## src/rtl/mnl_pkg.sv

```systemverilog
// Shared widths, codes and controller/datapath interface types for the min neighbourhood block.
package mnl_pkg;

   localparam int unsigned POS_W          = 16;
   localparam int unsigned ROAD_W         = 16;
   localparam int unsigned WIDTH_W        = 17;
   localparam int unsigned WIN_W          = 8;
   localparam int unsigned DIST_W         = 18;
   localparam int unsigned STAT_W         = 2;
   localparam int unsigned REQ_DATA_W     = 16;
   localparam int unsigned RSP_DATA_W     = 32;
   localparam int unsigned MAX_CITIES_DEF = 256;

   typedef enum logic [STAT_W-1:0] {
      STATUS_OK   = 2'd0,
      STATUS_DUP  = 2'd1,
      STATUS_FULL = 2'd2
   } status_type;

   typedef enum logic [3:0] {
      ST_IDLE,
      ST_SCAN,
      ST_SHIFT_PREP,
      ST_SHIFT,
      ST_AFTER,
      ST_FIND_PREP,
      ST_FIND,
      ST_FINAL,
      ST_EMIT
   } state_type;

   typedef struct packed {
      logic load;
      logic full_err;
      logic walk;
      logic dup_err;
      logic shift_init;
      logic shift;
      logic find_init;
      logic find_eval;
      logic find_final;
      logic emit;
   } cmd_type;

   typedef struct packed {
      logic full;
      logic dup_hit;
      logic walk_done;
      logic shift_last;
      logic err_set;
      logic last;
      logic rsp_free;
   } sts_type;

endpackage

```

## src/rtl/mnl_ctrl.sv

```systemverilog
// Controller state machine: sequences store, duplicate scan, insertion shift, cell search and emit.
module mnl_ctrl import mnl_pkg::*; (
   input  logic    clock,
   input  logic    reset,
   input  logic    req_tvalid,
   output logic    req_tready,
   input  sts_type sts,
   output cmd_type cmd
);

   state_type state_ff;
   state_type state_in;

   always_comb begin
      state_in = state_ff;
      case (state_ff)
         ST_IDLE: begin
            if (req_tvalid) begin
               state_in = sts.full ? ST_AFTER : ST_SCAN;
            end
         end
         ST_SCAN: begin
            if (sts.dup_hit) begin
               state_in = ST_AFTER;
            end else if (sts.walk_done) begin
               state_in = ST_SHIFT_PREP;
            end
         end
         ST_SHIFT_PREP: state_in = ST_SHIFT;
         ST_SHIFT: begin
            if (sts.shift_last) begin
               state_in = ST_AFTER;
            end
         end
         ST_AFTER: begin
            if (!sts.last) begin
               state_in = ST_IDLE;
            end else if (sts.err_set) begin
               state_in = ST_EMIT;
            end else begin
               state_in = ST_FIND_PREP;
            end
         end
         ST_FIND_PREP: state_in = ST_FIND;
         ST_FIND: begin
            if (sts.walk_done) begin
               state_in = ST_FINAL;
            end
         end
         ST_FINAL: state_in = ST_EMIT;
         ST_EMIT: begin
            if (sts.rsp_free) begin
               state_in = ST_IDLE;
            end
         end
         default: state_in = ST_IDLE;
      endcase
   end

   always_comb begin
      cmd        = '0;
      req_tready = 1'b0;
      case (state_ff)
         ST_IDLE: begin
            req_tready   = 1'b1;
            cmd.load     = req_tvalid;
            cmd.full_err = req_tvalid & sts.full;
         end
         ST_SCAN: begin
            cmd.walk    = 1'b1;
            cmd.dup_err = sts.dup_hit;
         end
         ST_SHIFT_PREP: cmd.shift_init = 1'b1;
         ST_SHIFT:      cmd.shift      = 1'b1;
         ST_FIND_PREP:  cmd.find_init  = 1'b1;
         ST_FIND: begin
            cmd.walk      = 1'b1;
            cmd.find_eval = 1'b1;
         end
         ST_FINAL: cmd.find_final = 1'b1;
         ST_EMIT:  cmd.emit       = sts.rsp_free;
         default: begin
            cmd        = '0;
            req_tready = 1'b0;
         end
      endcase
   end

   always_ff @(posedge clock) begin
      if (reset) begin
         state_ff <= ST_IDLE;
      end else begin
         state_ff <= state_in;
      end
   end

endmodule

```

## config.mk

```make
export PLATFORM = sky130hd
export DESIGN_NAME = mnl_ctrl
export DESIGN_NICKNAME = d
export VERILOG_FILES = /design/src/rtl/mnl_pkg.sv /design/src/rtl/mnl_ctrl.sv
export SDC_FILE = /design/constraint.sdc
export NUM_CORES = 1
export LEC_CHECK = 0
export BUFFER_PORTS_ARGS = -buffer_cell sky130_fd_sc_hd__buf_4
export CORE_AREA = 2 2 39 41
export CTS_CLUSTER_SIZE = 12
export DETAILED_ROUTE_END_ITERATION = 10
export DIE_AREA = 0 0 41 43
export HOLD_SLACK_MARGIN = 0.06
export PLACE_DENSITY = 0.6
export SYNTH_ARGS = -nofsm -noshare
export SYNTH_HDL_FRONTEND = slang
export SYNTH_SLANG_ARGS = --single-unit
```

## constraint.sdc

```tcl
create_clock -name clock -period 1.3 [get_ports clock]
set_input_delay 0.26 -clock clock [delete_from_list [all_inputs] [get_ports clock]]
set_output_delay 0.26 -clock clock [all_outputs]
set_load 0.05 [all_outputs]
```

# [Word-level counts from Yosys, hierarchy flattened]
# Index checks and enable logic that the tools add are counted.
[totals] ff_bits=4 out_inout_bits=11 in_bits=10
[op_classes] reduce_logical=3 n_bitwise=1 mux=20 n_eq_ne=13
[op_table] operator="$pmux W4 S9" count=1
[op_table] operator="$mux W4" count=8
[op_table] operator="$eq A4 B3 Y1 const B" count=4
[op_table] operator="$mux W1" count=9
[op_table] operator="$eq A4 B2 Y1 const B" count=2
[op_table] operator="$ne A2 B2 Y1 const B" count=4
[op_table] operator="$reduce_and A5 Y1" count=1
[op_table] operator="$eq A4 B1 Y1 const B" count=1
[op_table] operator="$eq A4 B4 Y1 const B" count=1
[op_table] operator="$logic_not A4 Y1" count=1
[op_table] operator="$mux W3" count=1
[op_table] operator="$ne A3 B3 Y1 const B" count=1
[op_table] operator="$mux W2" count=1
[op_table] operator="$reduce_or A2 Y1" count=1
[op_table] operator="$and A1 B1 Y1" count=1

# [Depth between registers and ports, before layout]
# Gate-level depths: netlist of the first run.
[depth] ltp_word=3 depth_mapped=6

# [Worst setup path after synthesis of the first run]
# OpenSTA, ideal clock, no wires.
[synth_timing] path_kind="flip-flop to output port" start="register state_ff[2]" end="output port cmd[8] (netlist name)" required_ps=1040 t_arrival_ps=2793 slack_ps=-1753 path_stages_with_launch=4 n_path_buf=1 path_cell_list="dfxtp_1 > buf_2 > nor4_1 > and3_1"
[synth_lines] item="start, declared" line="mnl_ctrl.sv:11" text="state_type state_ff;"
[synth_lines] item="start signal, assigned" line="mnl_ctrl.sv:93" text="state_ff <= state_in;"
[synth_lines] item="end, declared" line="mnl_ctrl.sv:8" text="output cmd_type cmd"

==> metrics.txt, run 1 <==
PortBufs 20; # fillers 92; vias in the first global route between 600 and 700; Die Ht 43 um; post-synthesis cell type count 30; global-route wire length before repair 2.70 mm; number of synthesized flops with an enable pin 0; fraction of layout cells with a size suffix above 1 0.755; area of the mapped netlist about 430 um^2; io pins 21; Reg power frac 0.125; final setup TNS -2.99 ns; clock sink total 4; Final Net Count 122; Syn Nets 71; failing checks negative setup slack; total die area between 1500 and 2000 um^2; final hold violation count 0; Min Hold Slack 0.195 ns; DRT iter0 DRCs 12; initial antenna violation count 0; combinational fraction of design power 0.776; largest net degree at the start of global routing 8; Final min period 1.63 ns; Setup crit end kind output pin; crit path launch type register; drt wl/cell 14.1 um; slew margin rel. 0.778; top post-synthesis cells by area dfxtp_1, nor2_1, nand2b_1; status finished with violations; GRT overflow 0; slowest stage delay, CP 0.34 ns; Lkg Pwr 0.460 nW; P_sw between 0.7 and 0.8 mW; max cap viols 0; WP data arrival roughly 1.4 ns; Post-Route Utilization 0.777; sw frac 0.451; Peak VDD IR 0.899 mV; Largest register FFs 4; commonest cells in the netlist nor2_1, dfxtp_1, nand2b_1, nor3_1; DRC viols 0; Yosys reg bits 4; GRT Total Usage 0.237; clock tree buffer depth 2; Critical path origin state_ff[3]$_SDFFE_PP0P_; Int Power 0.918 mW; worst path bufs/invs 2; slowest CP cell dfxtp_4; worst-path fanout max 3; via count roughly 660; WS Path Type reg -> out; post-synthesis sequential area ratio 0.185; syn_area_per_cell 7.10 um^2; post-route setup slack -0.330 ns; antenna viol nets, final 0; Post-DP HPWL approximately 1.1 mm; share of the synthesized area in the top cell type 0.185; core region area 1380 um^2; Worst-path clk slew roughly 0.04 ns; Worst Setup EP cmd[8]; Starting Density 0.313; most numerous cell in the Yosys netlist nor2_1; Top Registers state_ff: 4 flops; reg-to-reg startpoint state_ff[3]$_SDFFE_PP0P_; CTS Root Cell clkbuf_4; vias per cell about 5.2; Worst-Skew Late Latency approximately 0.25 ns; final WL 1.77 mm; die width 41 um; drt first pass iters 4; Synth Warn # 0; skew final 0.00678 ns; Levels on crit path 4; row cnt 14; Worst Reg2Reg Path Length in Cells 6; H-tree depth 1; RSZ-0062 raised after global routing yes; Layout area overhead 148%; ant diodes 0; post-synth top area cell dfxtp_1; final-report max-slew violation count 0; Worst Path Required around 1.0 ns; period utilization 1.25; # setup viols final 15; register with the most flip-flops state_ff; Mapped Cells slightly above 60; RePlAce Congestion roughly 0.8; asr flop ratio synth 0; clock share of power 0.099; Power Density between 1500 and 2000 nW/um^2; CP cell instances buf_6 -> nor4_4 -> and3_4 -> buf_8; CTS tree done; fmax 613 MHz; worst r2r dst state_ff[0]$_SDFFE_PP0P_; Hold Path Class in -> reg; Post-synth top flop dfxtp_1; hold path cells 2; Top delay family on crit path simple AND/OR/NAND/NOR gates; Worst-Margin Slew 0.328 ns; CTS Buf Count 3; r2r setup slk -0.27 ns
metal layers:
metal,GRT usage,wire length [um],vias up
li1,-,-,321
met3,0.0366,67,6
met4,0.200,72,0
met1,0.260,700,306
met5,0,0,-
met2,0.369,931,23
area by class of cell:
cell class	instances	area (um^2)	area share
Clock buffer	3	22.5	0.0210
Multi-Input combinational cell	52	460	0.428
Inverter	1	3.75	0.00349
Sequential cell	4	95.1	0.0885
Tap cell	16	20.0	0.0186
Timing Repair Buffer	50	473	0.440
through the flow:
stage / cells / instance area (um^2) / total power [mW] / worst slack (ns)
floorplan: 61 / 519 / 0.829 / -0.559
global placement: 114 / 812 / 1.16 / -0.167
detailed placement: 114 / 812 / 1.17 / -0.149
CTS: 126 / 1030 / 1.59 / -0.301
global route: 126 / 1070 / 1.75 / -0.375
finish: 126 / 1070 / 1.67 / -0.330
cell families after synthesis:
| family | synth area share |
|---|---|
| and+or+nand+nor | 0.454 |
| AOI/OAI and AO/OA | 0.202 |
| buffers and inverters | 0.0578 |
| xor gates and xnor gates | 0.0202 |
| DFF | 0.185 |
| muxes | 0.0809 |
how the worst min path moves through the flow:
stage,start,to,slack [ns]
after floorplan,reset,state_ff[0]$_SDFFE_PP0P_,0.32
after global placement,reset,state_ff[0]$_SDFFE_PP0P_,0.46
after detailed placement,reset,state_ff[0]$_SDFFE_PP0P_,0.45
after CTS,reset,state_ff[0]$_SDFFE_PP0P_,0.19
after global routing,reset,state_ff[0]$_SDFFE_PP0P_,0.20
final,reset,state_ff[0]$_SDFFE_PP0P_,0.19
placed cells by master, fill, tap and decap left out, types with 2 or more instances in the layout:
cell type / n
nand2b_4: 2
clkbuf_4: 3
nor3_1: 2
nor3b_1: 2
a21oi_2: 3
nand2_2: 2
buf_6: 12
buf_4: 31
a31oi_1: 2
nor2_4: 4
nand2b_1: 2
o21ai_1: 3
buf_8: 7
dfxtp_4: 4
nor2_1: 5
o21ai_2: 2
nor3_4: 2
power groups by stage:
stage                     registers, mW  clock network, mW  logic, mW
after floorplan                   0.191                  0      0.638
after global placement            0.205                  0      0.953
after detailed placement          0.207                  0      0.958
after CTS                         0.200              0.165       1.23
after global routing              0.214              0.169       1.37
final                             0.209              0.165       1.30
repair_timing:
| action | 4_1_cts | 5_1_grt |
|---|---|---|
| pin swaps | 6 | 9 |
| endpoints found under the setup margin | 14 | 15 |
| gates resized for setup | 35 | 12 |
| setup buffers | 9 | 1 |
| hold buffers | 0 | 0 |
No activity file was read; power rests on OpenSTA's default activity.
==> inputs of run 2 (changes only) <==
--- a/config.mk
+++ b/config.mk
@@ -6,12 +6,14 @@
 export NUM_CORES = 1
 export LEC_CHECK = 0
 export BUFFER_PORTS_ARGS = -buffer_cell sky130_fd_sc_hd__buf_4
-export CORE_AREA = 2 2 39 41
+export CELL_PAD_IN_SITES_DETAIL_PLACEMENT = 1
+export CELL_PAD_IN_SITES_GLOBAL_PLACEMENT = 1
+export CORE_UTILIZATION = 26
 export CTS_CLUSTER_SIZE = 12
 export DETAILED_ROUTE_END_ITERATION = 10
-export DIE_AREA = 0 0 41 43
 export HOLD_SLACK_MARGIN = 0.06
-export PLACE_DENSITY = 0.6
+export PLACE_DENSITY_LB_ADDON = 0.1
 export SYNTH_ARGS = -nofsm -noshare
 export SYNTH_HDL_FRONTEND = slang
 export SYNTH_SLANG_ARGS = --single-unit
+export TNS_END_PERCENT = 20
==> metrics.txt, run 2 (synthesis gave the netlist of run 1 again) <==
status finished with violations (unchanged); period utilization 1.26 (was 1.25); clock sink total 4 (unchanged); post-route insts no fill 124 (was 126); final WL 2.32 mm (was 1.77 mm); worst r2r dst state_ff[0]$_SDFFE_PP0P_ (unchanged); global-route wire length before repair 3.14 mm (was 2.70 mm); failing checks negative setup slack (unchanged); io pins 21 (unchanged); instance area at placement 785 um^2 (was 812 um^2); CTS tree done (unchanged); slew margin rel. 0.796 (was 0.778); worst-path fanout max 3 (unchanged); drt wl/cell 18.7 um (was 14.1 um); DRC viols 0 (unchanged); WP data arrival 1.37 ns (about the same); Final Net Count 120 (was 122); RSZ-0062 raised after global routing yes (unchanged); commonest non-fill, non-tap cell in the layout buf_4 (unchanged); Hold Path Class in -> reg (unchanged); r2r setup slk -0.28 ns (was -0.27 ns); CTS Root Cell clkbuf_4 (unchanged); core region area 1520 um^2 (was 1380 um^2); ant diodes 0 (unchanged); initial antenna violation count 0 (unchanged); fmax 612 MHz (was 613 MHz); Worst-Margin Slew 0.304 ns (was 0.328 ns); PortBufs 20 (unchanged); # setup viols final 15 (unchanged); Power Density 1640 nW/um^2 (was 1560 nW/um^2); vias in the first global route 653 (was 605); CTS Buf Count 3 (unchanged); # fillers 177 (was 92); DRT iter0 DRCs 13 (was 12); total die area 1830 um^2 (was 1760 um^2); CP cell instances buf_6 -> nor4_4 -> and3_4 -> buf_8 (unchanged); fin area 1010 um^2 (was 1070 um^2); hold path cells 2 (unchanged); hold_sp reset (unchanged); vias per cell 5.67 (was 5.21); via count 703 (was 656); GRT overflow 0 (unchanged); reg-to-reg startpoint state_ff[3]$_SDFFE_PP0P_ (unchanged); post-route setup slack -0.333 ns (was -0.330 ns); drt first pass iters 4 (unchanged); final setup TNS -3.80 ns (was -2.99 ns); antenna viol nets, final 0 (unchanged); Final min period 1.63 ns (about the same); row cnt 14 (unchanged); skew final 0.00769 ns (was 0.00678 ns); Worst Hold End state_ff[0]$_SDFFE_PP0P_ (unchanged); RePlAce Congestion 0.784 (was 0.789); Top Registers state_ff: 4 flops (unchanged); Layout area overhead 134% (was 148%); Worst-Skew Late Latency 0.24 ns (was 0.25 ns); register with the most flip-flops state_ff (unchanged); die width 42.8 um (was 41 um); Largest register FFs 4 (unchanged); GRT Total Usage 0.232 (was 0.237); final hold violation count 0 (unchanged); most frequent cells in the layout buf_4, buf_6, nor2_1, buf_8, dfxtp_4 (was buf_4, buf_6, buf_8, nor2_1); fraction of layout cells with a size suffix above 1 0.731 (was 0.755); slowest CP cell dfxtp_4 (unchanged); cts-stage hold buffer count 0 (unchanged); Worst-path clk slew 0.05 ns (was 0.04 ns); Starting Density 0.284 (was 0.313); slowest stage delay, CP 0.35 ns (was 0.34 ns); max cap viols 0 (unchanged); clock tree buffer depth 2 (unchanged); Post-DP HPWL 1.32 mm (was 1.09 mm); Worst Reg2Reg Path Length in Cells 6 (unchanged); placed insts 113 (was 114); Worst Path Required 1.04 ns (about the same); Die Ht 42.8 um (was 43 um); WS Path Type reg -> out (unchanged); largest net degree at the start of global routing 9 (was 8); H-tree depth 1 (unchanged); Peak VDD IR 1.12 mV (was 0.899 mV); crit path launch type register (unchanged); Lkg Pwr 0.458 nW (was 0.460 nW); Setup crit end kind output pin (unchanged); final-report max-slew violation count 0 (unchanged)
-- run 2: per-stage QoR --
stage          utilization  power, mW  hold slack (ns)  worst slack (ns)
6_report             0.663       1.66            0.241            -0.333
5_1_grt              0.663       1.73            0.239            -0.398
4_1_cts              0.580       1.50            0.213            -0.322
3_5_place_dp         0.515       1.19            0.462            -0.122
3_3_place_gp         0.515       1.17            0.464            -0.106
2_1_floorplan            -      0.795            0.319            -0.559
-- run 2: routing by layer --
layer | up-vias | GRT usage | wire [um]
met5 | - | 0 | 0
met4 | 0 | 0.125 | 64
met3 | 8 | 0.0340 | 65
met2 | 35 | 0.400 | 1250
met1 | 343 | 0.271 | 937
li1 | 317 | - | -
-- run 2: power breakdown --
part	internal, mW	leakage, nW	switching, mW	total [mW]
clock network	0.104	0.0138	0.0625	0.167
logic	0.631	0.408	0.642	1.27
registers	0.161	0.0356	0.0562	0.217
-- run 2: worst max-delay path by stage --
stage | slack, ns | startpoint | cells after the start | endpoint
floorplan | -0.56 | state_ff[1]$_SDFFE_PP0P_ | 3 | cmd[8]
global placement | -0.11 | state_ff[3]$_SDFFE_PP0P_ | 4 | cmd[3]
detailed placement | -0.12 | state_ff[3]$_SDFFE_PP0P_ | 5 | state_ff[0]$_SDFFE_PP0P_
CTS | -0.32 | state_ff[2]$_SDFFE_PP0P_ | 4 | cmd[8]
global route | -0.40 | state_ff[3]$_SDFFE_PP0P_ | 4 | cmd[8]
finish | -0.33 | state_ff[3]$_SDFFE_PP0P_ | 4 | cmd[8]
-- run 2: repair_timing --
action,4_1_cts,5_1_grt
resized for setup,20,23
pin swaps,5,9
setup endpoints to repair,15,15
buffers inserted,2,6
-- run 2: layout make-up --
type | instances | area, um^2 | area share
repair buffers | 48 | 452 | 0.447
multi-input cells | 52 | 418 | 0.413
flip-flops and latches | 4 | 95.1 | 0.0941
clock buffers | 3 | 22.5 | 0.0223
well taps | 16 | 20.0 | 0.0198
inverters | 1 | 3.75 | 0.00371
-- run 2: worst max-delay path: cells and delay by family, from the launching register on --
kind	cells	cell delay (ns)
flops	1	0.35
buf+inv	2	0.26
simple gates	2	0.52
